### src/hdl/slp_pkg.sv
// ----------------------------------------------------------------------------
// slp_pkg
// Shared types, constants and text tables for the SASL EXTERNAL line parser.
// ----------------------------------------------------------------------------
package slp_pkg;

	localparam int MAX_LINE_BYTES = 4096;
	localparam int LB_W           = $clog2(MAX_LINE_BYTES + 2);
	localparam int POS_W          = 13;
	localparam logic [POS_W-1:0] POS_CAP = {POS_W{1'b1}};
	localparam int UID_W          = 32;
	localparam int ACC_W          = 34;
	localparam int ID_MAX_LEN     = 20;

	localparam int NUM_CMDS   = 6;
	localparam int CMD_CHARS  = 17;
	localparam int CMD_SEL_W  = $clog2(NUM_CMDS);
	localparam int CMD_IDX_W  = $clog2(CMD_CHARS);

	localparam int C_AUTH   = 0;
	localparam int C_DATA   = 1;
	localparam int C_BEGIN  = 2;
	localparam int C_CANCEL = 3;
	localparam int C_ERROR  = 4;
	localparam int C_NEGFD  = 5;

	localparam int MECH_LEN  = 8;
	localparam int MECH_IDX_W = $clog2(MECH_LEN);
	localparam logic [POS_W-1:0] ID_OFFSET = POS_W'(MECH_LEN + 1);

	localparam logic [7:0] SPACE = 8'h20;
	localparam logic [7:0] CH_0  = 8'h30;
	localparam logic [7:0] CH_3  = 8'h33;
	localparam logic [7:0] CH_9  = 8'h39;

	typedef logic [8*CMD_CHARS-1:0] cmd_text_t;

	localparam cmd_text_t CMD_TEXT [NUM_CMDS] = '{
		{"AUTH", {13{8'h00}}},
		{"DATA", {13{8'h00}}},
		{"BEGIN", {12{8'h00}}},
		{"CANCEL", {11{8'h00}}},
		{"ERROR", {12{8'h00}}},
		{"NEGOTIATE", "_UNIX_FD"}
	};

	localparam logic [CMD_IDX_W:0] CMD_LEN [NUM_CMDS] = '{
		(CMD_IDX_W+1)'(4), (CMD_IDX_W+1)'(4), (CMD_IDX_W+1)'(5),
		(CMD_IDX_W+1)'(6), (CMD_IDX_W+1)'(5), (CMD_IDX_W+1)'(17)
	};

	localparam logic [8*MECH_LEN-1:0] MECH_TEXT = "EXTERNAL";

	typedef enum logic [1:0] {
		PH_INIT      = 2'd0,
		PH_CHALLENGE = 2'd1,
		PH_AUTHED    = 2'd2
	} session_phase_t;

	typedef enum logic [1:0] {
		FP_COMMAND = 2'd0,
		FP_SKIP    = 2'd1,
		FP_ARG     = 2'd2
	} field_phase_t;

	typedef enum logic [1:0] {
		MP_MATCH = 2'd0,
		MP_SEP   = 2'd1,
		MP_IDENT = 2'd2,
		MP_BAD   = 2'd3
	} mech_phase_t;

	typedef enum logic [2:0] {
		RK_NONE     = 3'd0,
		RK_REJECTED = 3'd1,
		RK_OK       = 3'd2,
		RK_DATA     = 3'd3,
		RK_ERROR    = 3'd4,
		RK_AGREE    = 3'd5
	} reply_kind_t;

	typedef enum logic [1:0] {
		OC_CONT  = 2'd0,
		OC_BEGIN = 2'd1,
		OC_FAIL  = 2'd2
	} outcome_t;

	// line state after the current byte, as seen at the line end
	typedef struct packed {
		field_phase_t            fp;
		logic [NUM_CMDS-1:0]     hits;
		logic [POS_W-1:0]        pos;
		logic                    arg_seen;
		mech_phase_t             mech;
		logic                    id_ok;
		logic                    lead_zero;
		logic                    overlong;
	} line_status_t;

	function automatic logic [7:0] cmd_char(input logic [CMD_SEL_W-1:0] c,
		input logic [CMD_IDX_W-1:0] p);
		logic [7:0] ch;
		ch = 8'h00;
		if (int'(c) < NUM_CMDS && int'(p) < CMD_CHARS) begin
			ch = CMD_TEXT[c][8*CMD_CHARS-1-8*int'(p) -: 8];
		end
		return ch;
	endfunction

	function automatic logic [7:0] mech_char(input logic [MECH_IDX_W-1:0] p);
		return MECH_TEXT[8*MECH_LEN-1-8*int'(p) -: 8];
	endfunction

endpackage

### src/hdl/slp_if.sv
// ----------------------------------------------------------------------------
// slp_if
// Valid/ready channels for line bytes and for replies.
// ----------------------------------------------------------------------------
interface slp_item_if;
	logic       valid;
	logic       ready;
	logic [7:0] char_code;
	logic       has_char;
	logic       line_end;

	modport source (output valid, char_code, has_char, line_end, input ready);
	modport sink (input valid, char_code, has_char, line_end, output ready);
endinterface

interface slp_result_if;
	logic       valid;
	logic       ready;
	logic [2:0] reply_kind;
	logic [1:0] outcome;

	modport source (output valid, reply_kind, outcome, input ready);
	modport sink (input valid, reply_kind, outcome, output ready);
endinterface

### src/hdl/slp_line_scan.sv
// ----------------------------------------------------------------------------
// slp_line_scan
// Per-byte line state: command match, argument split, mechanism match and
// running identity check against the configured uid.
// ----------------------------------------------------------------------------
module slp_line_scan (
	input  logic                       clk,
	input  logic                       arst_n,
	input  logic                       step,
	input  logic [7:0]                 char_code,
	input  logic                       has_char,
	input  logic                       line_end,
	input  logic [slp_pkg::UID_W-1:0]  expected_uid,
	output slp_pkg::line_status_t      status
);
	import slp_pkg::*;

	field_phase_t          fp_q, fp_d;
	logic [NUM_CMDS-1:0]   hits_q, hits_d;
	logic [POS_W-1:0]      pos_q, pos_d;
	logic                  arg_seen_q, arg_seen_d;
	mech_phase_t           mech_q, mech_d;
	logic                  id_ok_q, id_ok_d;
	logic                  lead_q, lead_d;
	logic [ACC_W-1:0]      acc_q, acc_d;
	logic [LB_W-1:0]       lb_q, lb_d;

	logic [POS_W-1:0]      pos_inc;
	logic [POS_W-1:0]      id_idx;
	logic                  id_step;
	logic [ACC_W-1:0]      acc_x10;
	logic [NUM_CMDS-1:0]   len_hits;
	logic [NUM_CMDS-1:0]   end_hits;
	logic [NUM_CMDS-1:0]   char_hits;

	assign pos_inc = (pos_q < POS_CAP) ? pos_q + 1'b1 : pos_q;
	assign acc_x10 = {acc_q[ACC_W-4:0], 3'b000} + {acc_q[ACC_W-2:0], 1'b0};

	always_comb begin
		for (int i = 0; i < NUM_CMDS; i++) begin
			len_hits[i]  = (POS_W'(CMD_LEN[i]) == pos_q);
			end_hits[i]  = (POS_W'(CMD_LEN[i]) == pos_d);
			char_hits[i] = (pos_q < POS_W'(CMD_LEN[i])) &&
				(cmd_char(CMD_SEL_W'(i), pos_q[CMD_IDX_W-1:0]) == char_code);
		end
	end

	always_comb begin
		fp_d       = fp_q;
		hits_d     = hits_q;
		pos_d      = pos_q;
		arg_seen_d = arg_seen_q;
		mech_d     = mech_q;
		lb_d       = lb_q;
		id_step    = 1'b0;
		id_idx     = pos_q;
		if (has_char) begin
			if (lb_q <= LB_W'(MAX_LINE_BYTES)) begin
				lb_d = lb_q + 1'b1;
			end
			case (fp_q)
				FP_COMMAND: begin
					if (char_code == SPACE) begin
						hits_d     = hits_q & len_hits;
						arg_seen_d = 1'b1;
						fp_d       = FP_SKIP;
						pos_d      = '0;
					end else begin
						hits_d = hits_q & char_hits;
						pos_d  = pos_inc;
					end
				end
				FP_SKIP, FP_ARG: begin
					if (!(fp_q == FP_SKIP && char_code == SPACE)) begin
						fp_d  = FP_ARG;
						pos_d = pos_inc;
						if (hits_q[C_AUTH]) begin
							case (mech_q)
								MP_MATCH: begin
									if (pos_q > POS_W'(MECH_LEN - 1) ||
										mech_char(pos_q[MECH_IDX_W-1:0]) != char_code) begin
										mech_d = MP_BAD;
									end else if (pos_q == POS_W'(MECH_LEN - 1)) begin
										mech_d = MP_SEP;
									end
								end
								MP_SEP: begin
									mech_d = (char_code == SPACE) ? MP_IDENT : MP_BAD;
								end
								MP_IDENT: begin
									id_step = 1'b1;
									id_idx  = pos_q - ID_OFFSET;
								end
								default: begin
								end
							endcase
						end else if (hits_q[C_DATA]) begin
							id_step = 1'b1;
							id_idx  = pos_q;
						end
					end
				end
				default: begin
				end
			endcase
		end
	end

	// identity text is pairs of '3' and a decimal digit, folded into a value
	always_comb begin
		id_ok_d = id_ok_q;
		lead_d  = lead_q;
		acc_d   = acc_q;
		if (id_step) begin
			if (id_idx >= POS_W'(ID_MAX_LEN)) begin
				id_ok_d = 1'b0;
			end else if (!id_idx[0]) begin
				if (char_code != CH_3) begin
					id_ok_d = 1'b0;
				end
			end else begin
				if (char_code < CH_0 || char_code > CH_9) begin
					id_ok_d = 1'b0;
				end
				acc_d = acc_x10 + ACC_W'(char_code[3:0]);
				if (id_idx == POS_W'(1)) begin
					lead_d = (char_code == CH_0);
				end
			end
		end
	end

	always_comb begin
		status.fp        = fp_d;
		status.hits      = (fp_d == FP_COMMAND) ? (hits_d & end_hits) : hits_d;
		status.pos       = pos_d;
		status.arg_seen  = arg_seen_d;
		status.mech      = mech_d;
		status.id_ok     = id_ok_d && (acc_d == ACC_W'(expected_uid));
		status.lead_zero = lead_d;
		status.overlong  = (lb_d > LB_W'(MAX_LINE_BYTES));
	end

	always_ff @(posedge clk or negedge arst_n) begin
		if (!arst_n) begin
			fp_q       <= FP_COMMAND;
			hits_q     <= '1;
			pos_q      <= '0;
			arg_seen_q <= 1'b0;
			mech_q     <= MP_MATCH;
			id_ok_q    <= 1'b1;
			lead_q     <= 1'b0;
			acc_q      <= '0;
			lb_q       <= '0;
		end else if (step) begin
			if (line_end) begin
				fp_q       <= FP_COMMAND;
				hits_q     <= '1;
				pos_q      <= '0;
				arg_seen_q <= 1'b0;
				mech_q     <= MP_MATCH;
				id_ok_q    <= 1'b1;
				lead_q     <= 1'b0;
				acc_q      <= '0;
				lb_q       <= '0;
			end else begin
				fp_q       <= fp_d;
				hits_q     <= hits_d;
				pos_q      <= pos_d;
				arg_seen_q <= arg_seen_d;
				mech_q     <= mech_d;
				id_ok_q    <= id_ok_d;
				lead_q     <= lead_d;
				acc_q      <= acc_d;
				lb_q       <= lb_d;
			end
		end
	end

endmodule

### src/hdl/slp_decide.sv
// ----------------------------------------------------------------------------
// slp_decide
// Session phase machine: judges a finished line and picks reply and outcome.
// ----------------------------------------------------------------------------
module slp_decide (
	input  logic                   clk,
	input  logic                   arst_n,
	input  logic                   commit,
	input  slp_pkg::line_status_t  status,
	output slp_pkg::reply_kind_t   reply_kind,
	output slp_pkg::outcome_t      outcome
);
	import slp_pkg::*;

	session_phase_t    phase_q, phase_d;
	logic              has_arg;
	logic              auth_pass;
	logic              data_pass;
	logic [POS_W-1:0]  auth_len;
	logic [POS_W-1:0]  data_len;

	function automatic logic id_pass(input logic [POS_W-1:0] len, input logic ok,
		input logic lead_zero);
		return (len == '0) ||
			(ok && !len[0] && !(lead_zero && len > POS_W'(2)));
	endfunction

	assign has_arg   = (status.fp == FP_ARG);
	assign auth_len  = status.pos - ID_OFFSET;
	assign data_len  = has_arg ? status.pos : '0;
	assign auth_pass = id_pass(auth_len, status.id_ok, status.lead_zero);
	assign data_pass = id_pass(data_len, status.id_ok, status.lead_zero);

	// outputs
	always_comb begin
		reply_kind = RK_ERROR;
		outcome    = OC_CONT;
		if (!status.overlong) begin
			case (phase_q)
				PH_INIT: begin
					if (status.hits[C_AUTH]) begin
						if (!status.arg_seen || !has_arg || status.mech == MP_MATCH ||
							status.mech == MP_BAD) begin
							reply_kind = RK_REJECTED;
						end else if (status.mech == MP_SEP || status.pos == ID_OFFSET) begin
							reply_kind = RK_DATA;
						end else begin
							reply_kind = auth_pass ? RK_OK : RK_REJECTED;
						end
					end else if (status.hits[C_ERROR]) begin
						reply_kind = RK_REJECTED;
					end else if (status.hits[C_BEGIN] && !has_arg) begin
						reply_kind = RK_NONE;
						outcome    = OC_FAIL;
					end
				end
				PH_CHALLENGE: begin
					if (status.hits[C_DATA]) begin
						reply_kind = data_pass ? RK_OK : RK_REJECTED;
					end else if (status.hits[C_ERROR] || (status.hits[C_CANCEL] && !has_arg)) begin
						reply_kind = RK_REJECTED;
					end else if (status.hits[C_BEGIN] && !has_arg) begin
						reply_kind = RK_NONE;
						outcome    = OC_FAIL;
					end
				end
				default: begin
					if (status.hits[C_NEGFD] && !has_arg) begin
						reply_kind = RK_AGREE;
					end else if (status.hits[C_BEGIN] && !has_arg) begin
						reply_kind = RK_NONE;
						outcome    = OC_BEGIN;
					end else if (status.hits[C_ERROR] ||
						(status.hits[C_CANCEL] && !has_arg)) begin
						reply_kind = RK_REJECTED;
					end
				end
			endcase
		end
	end

	// next state
	always_comb begin
		phase_d = phase_q;
		if (commit) begin
			case (reply_kind)
				RK_REJECTED: phase_d = PH_INIT;
				RK_DATA:     phase_d = PH_CHALLENGE;
				RK_OK:       phase_d = PH_AUTHED;
				RK_AGREE:    phase_d = PH_AUTHED;
				default:     phase_d = phase_q;
			endcase
		end
	end

	always_ff @(posedge clk or negedge arst_n) begin
		if (!arst_n) begin
			phase_q <= PH_INIT;
		end else begin
			phase_q <= phase_d;
		end
	end

endmodule

### src/hdl/sasl_external_server_line_parser.sv
// a reply becomes valid once its closing byte has passed the input register and then the result register
// (two register stages from the item channel to the result channel)
// throughput: one byte per cycle while the byte stage does not stall, set by the per-byte line state update
// the byte stage stalls only while a reply waits and the byte closes another line
// reset clears the session to init, the line state, both stages and the uid to zero
// ----------------------------------------------------------------------------
// sasl_external_server_line_parser
// Server side SASL EXTERNAL line parser: byte stream in, reply kind out.
// ----------------------------------------------------------------------------
module sasl_external_server_line_parser (
	input  logic                       clk,
	input  logic                       arst_n,
	input  logic                       cfg_wr_en,
	input  logic [slp_pkg::UID_W-1:0]  cfg_wr_data,
	slp_item_if.sink                   item,
	slp_result_if.source               result
);
	import slp_pkg::*;

	logic [UID_W-1:0]  uid_q;
	logic              valid_s1;
	logic [7:0]        char_s1;
	logic              has_s1;
	logic              end_s1;
	logic              step;
	logic              out_valid_q;
	reply_kind_t       reply_q;
	outcome_t          outcome_q;
	line_status_t      status;
	reply_kind_t       reply_kind;
	outcome_t          outcome;

	assign step       = valid_s1 && (!end_s1 || !out_valid_q || result.ready);
	assign item.ready = !valid_s1 || step;

	always_ff @(posedge clk or negedge arst_n) begin
		if (!arst_n) begin
			uid_q <= '0;
		end else if (cfg_wr_en) begin
			uid_q <= cfg_wr_data;
		end
	end

	// input register
	always_ff @(posedge clk or negedge arst_n) begin
		if (!arst_n) begin
			valid_s1 <= 1'b0;
		end else if (item.valid && item.ready) begin
			valid_s1 <= 1'b1;
		end else if (step) begin
			valid_s1 <= 1'b0;
		end
	end

	always_ff @(posedge clk) begin
		if (item.valid && item.ready) begin
			char_s1 <= item.char_code;
			has_s1  <= item.has_char;
			end_s1  <= item.line_end;
		end
	end

	slp_line_scan u_scan (
		.clk          (clk),
		.arst_n       (arst_n),
		.step         (step),
		.char_code    (char_s1),
		.has_char     (has_s1),
		.line_end     (end_s1),
		.expected_uid (uid_q),
		.status       (status)
	);

	slp_decide u_decide (
		.clk        (clk),
		.arst_n     (arst_n),
		.commit     (step && end_s1),
		.status     (status),
		.reply_kind (reply_kind),
		.outcome    (outcome)
	);

	// result register
	always_ff @(posedge clk or negedge arst_n) begin
		if (!arst_n) begin
			out_valid_q <= 1'b0;
		end else if (step && end_s1) begin
			out_valid_q <= 1'b1;
		end else if (result.ready) begin
			out_valid_q <= 1'b0;
		end
	end

	always_ff @(posedge clk) begin
		if (step && end_s1) begin
			reply_q   <= reply_kind;
			outcome_q <= outcome;
		end
	end

	assign result.valid      = out_valid_q;
	assign result.reply_kind = reply_q;
	assign result.outcome    = outcome_q;

`ifndef SYNTHESIS
	a_reply_after_line_end: assert property (@(posedge clk) disable iff (!arst_n)
		step && end_s1 |=> out_valid_q)
		else $error("line end did not produce a reply transaction");

	a_empty_stage_ready: assert property (@(posedge clk) disable iff (!arst_n)
		!valid_s1 |-> item.ready)
		else $error("byte stage empty but not ready");

	a_silent_reply_outcome: assert property (@(posedge clk) disable iff (!arst_n)
		out_valid_q && reply_q == RK_NONE |-> outcome_q == OC_BEGIN || outcome_q == OC_FAIL)
		else $error("reply without text must be begin or failure");

	a_no_overwrite: assert property (@(posedge clk) disable iff (!arst_n)
		out_valid_q && !result.ready && valid_s1 && end_s1 |-> !step)
		else $error("pending reply overwritten");
`endif

endmodule

### src/flat_wrapper.sv
// flat-port wrapper written by rule: the top's interface ports become plain ports
module sasl_external_server_line_parser_flat import slp_pkg::*;
  (clk, arst_n, cfg_wr_en, cfg_wr_data, item_valid, item_char_code, item_has_char, item_line_end, item_ready, result_valid, result_reply_kind, result_outcome, result_ready);
  slp_item_if item_i ();
  slp_result_if result_i ();
  input  logic clk;
  input  logic arst_n;
  input  logic cfg_wr_en;
  input  logic [slp_pkg::UID_W-1:0] cfg_wr_data;
  input wire logic [$bits(item_i.valid)-1:0] item_valid;
  input wire logic [$bits(item_i.char_code)-1:0] item_char_code;
  input wire logic [$bits(item_i.has_char)-1:0] item_has_char;
  input wire logic [$bits(item_i.line_end)-1:0] item_line_end;
  output wire logic [$bits(item_i.ready)-1:0] item_ready;
  output wire logic [$bits(result_i.valid)-1:0] result_valid;
  output wire logic [$bits(result_i.reply_kind)-1:0] result_reply_kind;
  output wire logic [$bits(result_i.outcome)-1:0] result_outcome;
  input wire logic [$bits(result_i.ready)-1:0] result_ready;
  assign item_i.valid = item_valid;
  assign item_i.char_code = item_char_code;
  assign item_i.has_char = item_has_char;
  assign item_i.line_end = item_line_end;
  assign item_ready = item_i.ready;
  assign result_valid = result_i.valid;
  assign result_reply_kind = result_i.reply_kind;
  assign result_outcome = result_i.outcome;
  assign result_i.ready = result_ready;
  sasl_external_server_line_parser u_core (.clk(clk), .arst_n(arst_n), .cfg_wr_en(cfg_wr_en), .cfg_wr_data(cfg_wr_data), .item(item_i), .result(result_i));
endmodule
### config.mk
export PLATFORM = sky130hd
export DESIGN_NAME = sasl_external_server_line_parser_flat
export DESIGN_NICKNAME = d
export VERILOG_FILES = /design/src/hdl/slp_pkg.sv /design/src/hdl/slp_if.sv /design/src/hdl/slp_line_scan.sv /design/src/hdl/slp_decide.sv /design/src/hdl/sasl_external_server_line_parser.sv /design/src/flat_wrapper.sv
export SDC_FILE = /design/constraint.sdc
export NUM_CORES = 1
export LEC_CHECK = 0
export BUFFER_PORTS_ARGS = -buffer_cell sky130_fd_sc_hd__buf_2
export CAP_MARGIN = 20
export CORE_MARGIN = 3
export CORE_UTILIZATION = 40
export DETAILED_ROUTE_END_ITERATION = 6
export PLACE_DENSITY_LB_ADDON = 0.25
export SETUP_SLACK_MARGIN = 0.05
export SYNTH_ARGS = -nofsm -noshare
export SYNTH_HDL_FRONTEND = slang
export SYNTH_SLANG_ARGS = --single-unit
### constraint.sdc
create_clock -name clk -period 6.1 [get_ports clk]
set_input_delay 0.915 -clock clk [delete_from_list [all_inputs] [get_ports clk]]
set_output_delay 0.915 -clock clk [all_outputs]
set_load 0.01 [all_outputs]
* Word-level counts from Yosys, hierarchy flattened *
Cells that the tools add are included.

word-level totals
  bits in registers = 124
  logic and storage cells = 230

operators by class
  add/subtract/negate cells = 8
  magnitude comparators = 14
  equal/unequal tests = 34
  shift operators = 7
  mux-type cells = 92
  bitwise gates (word level) = 3
  reductions and logical operators = 54

operator list
  operator                                                                       count
  143-bit by 9-bit variable part select with 8-bit output, first input constant  6
  13-bit 2-to-1 mux                                                              14
  34-bit 2-to-1 mux                                                              4
  3-bit by 13-bit == test with 1-bit output, first input constant                6
  71-bit by 7-bit variable part select with 8-bit output, first input constant   1
  8-bit == test                                                                  6
  8-bit 2-to-1 mux                                                               6
  2-bit 2-to-1 mux                                                               20
  13-bit by 3-bit less-than comparator with 1-bit output, second input constant  3
  34-bit adder                                                                   1
  34-bit by 4-bit adder with 34-bit output                                       1
  34-bit by 32-bit == test with 1-bit output                                     1
  6-bit 2-to-1 mux                                                               5
  1-bit 2-to-1 mux                                                               28
  3-bit 2-to-1 mux                                                               9
  13-bit by 1-bit adder with 13-bit output, second input constant                2
  5-bit by 13-bit == test with 1-bit output, first input constant                2
  13-bit by 2-bit > comparator with 1-bit output, second input constant          2
  13-bit logical NOT                                                             2
  13-bit case mux with 2 select lines                                            1
  13-bit by 4-bit subtractor with 13-bit output, second input constant           2
  1-bit logical AND                                                              20
  6-bit bitwise AND                                                              3
  8-bit by 6-bit == test with 1-bit output, second input constant                2
  other kinds (31)                                                               65

* Longest topological paths before layout *
  depth in word-level cells = 25
  gate-level depth with buffers = 19
  mapped depth without buffers = 17

* Hierarchy *
From an unflattened synthesis, not the netlist that was laid out.

unflattened totals
  cells, all modules = 1,372
  area, all modules = 11,502.3 um^2

by module, submodules not included
  module                            times used  cells an instance  area an instance (um^2)
  slp_line_scan                     1           1,192              8,974.9
  sasl_external_server_line_parser  1           93                 1,894.3
  slp_decide                        1           87                 633.1

* Worst setup path before layout *
OpenSTA, ideal clock, no wires.

  kind = register -> register
  from = register u_core.u_scan.acc_q[0]
  to = register u_core.u_decide.phase_q[1]
  library setup time = 0.126 ns
  arrival time = 4.800 ns
  path slack = 1.174 ns
  cell stages (with the launch flop) = 17
  buffers on the path = 0
  period minus slack after synthesis = 4.926 ns
  cell sequence = dfrtp_1 -> fa_1 -> inv_1 -> fa_1 -> nand2b_1 -> a21oi_1 -> o21ai_0 -> o21ai_0 -> a21oi_1 -> o2111ai_1 -> o311ai_0 -> or4_1 -> o41a_1 -> or3_1 -> or3_1 -> and4_1 -> o32a_1

between the ends
  word-level cells in the longest chain between the ends = 20

ends and longest elaborated chain
  what                                                                              line                  RTL
  start, declared                                                                   slp_line_scan.sv:25   logic [ACC_W-1:0] acc_q, acc_d;
  start signal, assigned                                                            slp_line_scan.sv:153  acc_q <= '0;
  start signal, assigned                                                            slp_line_scan.sv:164  acc_q <= '0;
  start signal, assigned                                                            slp_line_scan.sv:174  acc_q <= acc_d;
  34-bit adder                                                                      slp_line_scan.sv:37   assign acc_x10 = {acc_q[ACC_W-4:0], 3'b000} + {acc_q[ACC_W-2:0], 1'b0};
  34-bit by 4-bit adder with 34-bit output                                          slp_line_scan.sv:125  acc_d = acc_x10 + ACC_W'(char_code[3:0]);
  34-bit 2-to-1 mux                                                                 slp_line_scan.sv:117  end else if (!id_idx[0]) begin
  34-bit 2-to-1 mux                                                                 slp_line_scan.sv:115  if (id_idx >= POS_W'(ID_MAX_LEN)) begin
  34-bit 2-to-1 mux *                                                               slp_line_scan.sv:114  if (id_step) begin
  34-bit by 32-bit == test with 1-bit output *                                      slp_line_scan.sv:139  status.id_ok = id_ok_d && (acc_d == ACC_W'(expected_uid));
  1-bit logical AND *                                                               slp_line_scan.sv:139
  1-bit logical AND (2 in series)                                                   slp_decide.sv:25      (ok && !len[0] && !(lead_zero && len > POS_W'(2)));
  [... 3 more ...]                                                                  --
  2-bit 2-to-1 mux                                                                  slp_decide.sv:42      if (!status.arg_seen || !has_arg || status.mech == MP_MATCH ||
  3-bit 2-to-1 mux                                                                  slp_decide.sv:41      if (status.hits[C_AUTH]) begin
  3-bit case mux with 2 select lines *                                              slp_decide.sv:39      case (phase_q)
  3-bit 2-to-1 mux *                                                                slp_decide.sv:38      if (!status.overlong) begin
  3-bit == test / 3-bit by 2-bit == test with 1-bit output (equally long branches)  slp_decide.sv:86      case (reply_kind)
  2-bit OR reduction (no line)                                                      --
  3-bit nonzero test (no line)                                                      --
  2-bit AND reduction (no line)                                                     --
  end signal, assigned                                                              slp_decide.sv:100     phase_q <= phase_d;
  end, declared                                                                     slp_decide.sv:15      session_phase_t phase_q, phase_d;

Every way passes the cells marked *; elsewhere a longest branch is shown, timed or not.
A chain may end at the register's enable or synchronous reset.

* Worst setup path in the final report *
  from = register u_core.u_scan.acc_q[2]
  to = register u_core.u_decide.phase_q[0]

The elaborated chain is that of the path after synthesis.

==> impl_metrics.prom <==
# TYPE chip_impl_metric gauge
chip_impl_info{name="outcome",value="completed"} 1
chip_impl_metric{name="buffer_ports.inserted",unit=""} 53
chip_impl_metric{name="synthArstFlopShare",unit="%"} 87.9
chip_impl_metric{name="maxSlewViolCount",unit=""} 0
chip_impl_info{name="hold_class",value="flip-flop to flip-flop"} 1
chip_impl_metric{name="synthesis.instances",unit=""} 1375
chip_impl_info{name="synth_top_area_cell",value="sky130_fd_sc_hd__dfrtp_1"} 1
chip_impl_metric{name="vias_per_cell",unit=""} 6.20
chip_impl_info{name="hold_start",value="u_core.u_scan.hits_q[3]"} 1
chip_impl_metric{name="layout-drive-gt1-share",unit="%"} 12.0
chip_impl_metric{name="setup_viol",unit=""} 0
chip_impl_metric{name="sequential_cell_area",unit="sq um"} 3190
chip_impl_metric{name="worst-path-max-fanout",unit=""} 6
chip_impl_metric{name="design.portCount",unit=""} 54
chip_impl_metric{name="gp_congestion",unit=""} 0.956
chip_impl_metric{name="areaGrowthSynthToFinish",unit="%"} 11.3
chip_impl_metric{name="worstPathBufferInverterCount",unit=""} 1
chip_impl_metric{name="mappedNetlistArea",unit="sq um"} 11300
chip_impl_metric{name="synth-compound-area-share",unit="%"} 26.3
chip_impl_metric{name="core_box_area",unit="sq um"} 27400
chip_impl_metric{name="synth_largest_type_area_fraction",unit="%"} 22.6
chip_impl_metric{name="drt_pass1_iterations",unit=""} 6
chip_impl_info{name="dominantRegCellSynth",value="sky130_fd_sc_hd__dfrtp_1"} 1
chip_impl_metric{name="hpwl",unit="microns"} 27300
chip_impl_metric{name="route.final.wire_length",unit="microns"} 36600
chip_impl_metric{name="cts.sinks",unit=""} 124
chip_impl_metric{name="multi_input_comb_area",unit="sq um"} 7620
chip_impl_metric{name="report.final.hold_viol_count",unit=""} 0
chip_impl_info{name="cts-root-buf",value="sky130_fd_sc_hd__clkbuf_16"} 1
chip_impl_metric{name="leakagePower",unit="nW"} 5.31
chip_impl_metric{name="detail-route-antenna-nets",unit=""} 0
chip_impl_info{name="chain_of_cells_forming_the_critical_path",value="fa_1 -> inv_1 -> fa_1 -> nand2b_1 -> a21oi_1 -> o21ai_0 -> o21a_1 -> o311ai_0 -> o21ai_0 -> a221o_1 -> nor4_2 -> nand4_1 -> or3_1 -> or3_1 -> and3_1 -> o32ai_1"} 1
chip_impl_metric{name="vdd_drop_max",unit="uV"} 214
chip_impl_metric{name="die_area",unit="sq um"} 30300
chip_impl_metric{name="yosys-mux-area-fraction",unit="%"} 3.33
chip_impl_metric{name="synth_enable_flop_cells",unit=""} 15
chip_impl_metric{name="drv_cap",unit=""} 0
chip_impl_info{name="critPathSlowestCell",value="sky130_fd_sc_hd__o311ai_0"} 1
chip_impl_metric{name="avgSynthCellArea",unit="sq um"} 8.23
chip_impl_metric{name="grt_first_pass_wirelength",unit="microns"} 58800
chip_impl_metric{name="worst-endpoint-arrival",unit="ns"} 6.07
chip_impl_metric{name="power.total",unit="W"} 0.00374
chip_impl_metric{name="cts_hold_buf",unit=""} 0
chip_impl_metric{name="clkLatencyLatePin",unit="ns"} 0.43
chip_impl_metric{name="numCtsBuffers",unit=""} 17
chip_impl_metric{name="synth_adder_area_share",unit="%"} 8.98
chip_impl_info{name="largest_family_of_logic_cells_by_synthesized_area",value="compound AO/OA/AOI/OAI gates"} 1
chip_impl_metric{name="critical-path-max-stage-delay",unit="ns"} 0.68
chip_impl_metric{name="final_core_util",unit="%"} 46.0
chip_impl_metric{name="route.detailed.drc",unit=""} 0
chip_impl_metric{name="yosys_register_bits",unit=""} 124
chip_impl_metric{name="largest_net_degree_at_the_start_of_global_routing",unit=""} 69
chip_impl_info{name="setup.worst_path.end_class",value="flip-flop"} 1
chip_impl_metric{name="postCtsResizedCells",unit=""} 0
chip_impl_metric{name="data_required_time_at_the_worst_endpoint",unit="ns"} 6.42
chip_impl_metric{name="share_of_the_clock_period_used_by_the_worst_path_after_layout",unit="%"} 94.1
chip_impl_metric{name="drt_iter0_markers",unit=""} 1409
chip_impl_metric{name="avgRoutedWirePerCell",unit="microns"} 20.5
chip_impl_metric{name="filler_cell_count",unit=""} 2717
chip_impl_info{name="ys_top_cells_by_area",value="sky130_fd_sc_hd__dfrtp_1 23%, sky130_fd_sc_hd__ha_1 8.6%, sky130_fd_sc_hd__o21ai_0 5.4%, sky130_fd_sc_hd__nand2_1 4.5%, sky130_fd_sc_hd__xnor2_1 4.2%"} 1
chip_impl_metric{name="total_global_route_track_usage",unit="%"} 24.0
chip_impl_metric{name="die_width",unit="microns"} 174
chip_impl_metric{name="tns",unit="ns"} 0
chip_impl_metric{name="final_worst_path_setup_slack",unit="ns"} 0.358
chip_impl_metric{name="postCtsSetupRepairBufs",unit=""} 0
chip_impl_metric{name="number_of_vias_in_the_routed_layout",unit=""} 11100
chip_impl_metric{name="syn_nets",unit=""} 1502
chip_impl_info{name="tritoncts",value="built"} 1
chip_impl_info{name="timing.critical_path.from",value="u_core.u_scan.acc_q[2]"} 1
chip_impl_metric{name="die_height",unit="microns"} 174
chip_impl_info{name="grt_setup_unrepaired",value="false"} 1
chip_impl_metric{name="ys_warn_count",unit=""} 0
chip_impl_metric{name="cts-root-to-sink-buffers",unit=""} 2
chip_impl_metric{name="finalCriticalPeriod",unit="ns"} 5.74
chip_impl_metric{name="detailedPlace.worstSlack",unit="ns"} 0.331
chip_impl_metric{name="power.density_cell_area",unit="nW/um^2"} 297
chip_impl_metric{name="timing.fmax",unit="MHz"} 174
chip_impl_metric{name="number_of_antenna_violations_at_the_first_check_in_global_routing",unit=""} 0
chip_impl_metric{name="grt.overflow.total",unit=""} 0
chip_impl_metric{name="htree_num_levels",unit=""} 4
chip_impl_metric{name="slew-limit-headroom",unit="%"} 33.0
chip_impl_metric{name="num_antenna_cells",unit=""} 0
chip_impl_metric{name="worst_pin_slew",unit="ns"} 0.996
chip_impl_metric{name="final_net_count",unit=""} 1528
chip_impl_info{name="r2r-start",value="u_core.u_scan.acc_q[2]"} 1
chip_impl_metric{name="cts.clk_slew.worst_paths",unit="ns"} 0.07
chip_impl_metric{name="ys_types",unit=""} 84
chip_impl_metric{name="xor_and_xnor_area_share_after_synthesis",unit="%"} 7.23
chip_impl_info{name="critPathKind",value="flip-flop to flip-flop"} 1
chip_impl_metric{name="first_global_vias",unit=""} 10500
chip_impl_metric{name="ys_seq_area_share",unit="%"} 28.2
chip_impl_metric{name="skew",unit="ns"} 0.0107
chip_impl_info{name="crit_path_start_kind",value="flip-flop"} 1
chip_impl_metric{name="synth-simple-area-share",unit="%"} 21.5
chip_impl_metric{name="initial_core_utilization",unit="%"} 41.3
chip_impl_metric{name="floorplan.rows",unit=""} 60
chip_impl_info{name="critPathTopFamily",value="compound AO/OA/AOI/OAI gates"} 1
[worst paths after layout]
kind                                                    to  depth (start not counted)  slack (ns)
worst max-delay path            u_core.u_decide.phase_q[0]                         16        0.36
max in group asynchronous          u_core.u_scan.acc_q[27]                          2        4.37
worst min-delay path               u_core.u_scan.hits_q[3]                          2        0.49
worst max register to register  u_core.u_decide.phase_q[0]                         16        0.36
min in group asynchronous          u_core.u_scan.mech_q[1]                          1        0.61
worst min register to register     u_core.u_scan.hits_q[3]                          2        0.49
[area by class of cell]
type / count / share of cell area (%)
Tap cell: 372 / 3.70
Inverter: 56 / 1.67
Timing Repair Buffer: 86 / 4.09
Clock buffer: 19 / 3.60
Multi-Input combinational cell: 1116 / 60.5
Sequential cell: 124 / 25.3
Clock inverter: 13 / 1.13
[synth_stat cells (all sizes together) (6+ instances only)]
master,count
o31ai,9
o2111ai,13
buf,8
a31oi,19
nand3b,11
a2111oi,8
and2,18
and4,7
mux2i,14
nor3,39
a41oi,8
nand3,35
and3,18
a211o,6
nand2b,21
o311ai,6
nor2,84
nand2,136
o41ai,8
o21a,12
or4,7
a21o,13
a21oi,75
o22ai,16
o211a,8
inv,54
xnor2,54
nor4,23
o211ai,19
or2,6
dfrtp,102
nor2b,16
dfstp,7
clkbuf,71
edfxtp,15
a211oi,10
mux2,21
o21ai,123
or3,13
a31o,7
ha,78
a22o,14
nand4,25
xor2,29
a21boi,7
[metal layers]
layer / share of wire, % / vias up / global-route usage, % / wire length (microns)
met3: 8.6 / 52 / 4.85 / 3160
li1: - / 5228 / - / -
met4: 1.7 / 0 / 5.86 / 632
met5: 0 / - / 0 / 0
met2: 41 / 492 / 34.6 / 15200
met1: 48 / 5302 / 36.4 / 17600
[stage by stage]
stage | hold WS, ns | cells | area (sq um)
after floorplan | 0.450 | 1375 | 11300
after global placement | 0.471 | 1754 | 12000
after detailed placement | 0.475 | 1754 | 12000
after CTS | 0.487 | 1786 | 12600
after global routing | 0.515 | 1786 | 12600
final | 0.489 | 1786 | 12600
[registers in the layout (all words and copies together), names as in the netlist, 3 cells and up]
| name | flops |
|---|---|
| u_core.u_scan.pos_q | 13 |
| u_core.u_scan.lb_q | 13 |
| u_core.u_scan.hits_q | 6 |
| u_core.u_scan.acc_q | 34 |
| u_core.char_s1 | 8 |
| u_core.result.reply_kind | 3 |
| u_core.uid_q | 32 |
[placed cells by master (no fill, tap or decap), types with 14 or more instances in the layout]
cell	synthesis	routed
sky130_fd_sc_hd__nand2_1	136	136
sky130_fd_sc_hd__o21ai_0	122	121
sky130_fd_sc_hd__dfrtp_1	102	102
sky130_fd_sc_hd__nor2_1	84	84
sky130_fd_sc_hd__ha_1	78	78
sky130_fd_sc_hd__a21oi_1	75	75
sky130_fd_sc_hd__xnor2_1	54	54
sky130_fd_sc_hd__inv_1	53	53
sky130_fd_sc_hd__buf_2	3	52
sky130_fd_sc_hd__nor3_1	38	38
sky130_fd_sc_hd__nand3_1	35	35
sky130_fd_sc_hd__buf_4	0	34
sky130_fd_sc_hd__xor2_1	29	29
sky130_fd_sc_hd__nand4_1	25	25
sky130_fd_sc_hd__nand2b_1	21	21
sky130_fd_sc_hd__mux2_2	21	21
sky130_fd_sc_hd__nor4_1	20	20
sky130_fd_sc_hd__a31oi_1	19	19
sky130_fd_sc_hd__o211ai_1	19	19
sky130_fd_sc_hd__and2_1	18	18
sky130_fd_sc_hd__and3_1	18	18
sky130_fd_sc_hd__clkbuf_16	0	17
sky130_fd_sc_hd__nor2b_1	16	16
sky130_fd_sc_hd__o22ai_1	16	16
sky130_fd_sc_hd__edfxtp_1	15	15
sky130_fd_sc_hd__a22o_1	14	14
sky130_fd_sc_hd__mux2i_1	14	14
[tightest hold or removal path, stage by stage (launching register included)]
cell                      delay [ns]
sky130_fd_sc_hd__dfstp_2        0.37
sky130_fd_sc_hd__o21ai_0        0.06
sky130_fd_sc_hd__nand2_1        0.06
[power by group]
part / leakage [nW] / total, W / switching, W / internal [W]
Sequential: 1.56 / 0.00100 / 0.0000844 / 0.000919
Clock: 0.278 / 0.00104 / 0.000420 / 0.000624
Combinational: 3.47 / 0.00170 / 0.00107 / 0.000623
Total: 5.31 / 0.00374 / 0.00158 / 0.00216
[cell families after synthesis]
logic type	count (synthesis)
XOR/XNOR	87
buffers and inverters	135
AND/OR/NAND/NOR	474
AO/OA/AOI/OAI	440
adder cells (fa/ha/maj)	80
multiplexers	35
flip-flops	124
(Power assumes the default switching activity.)
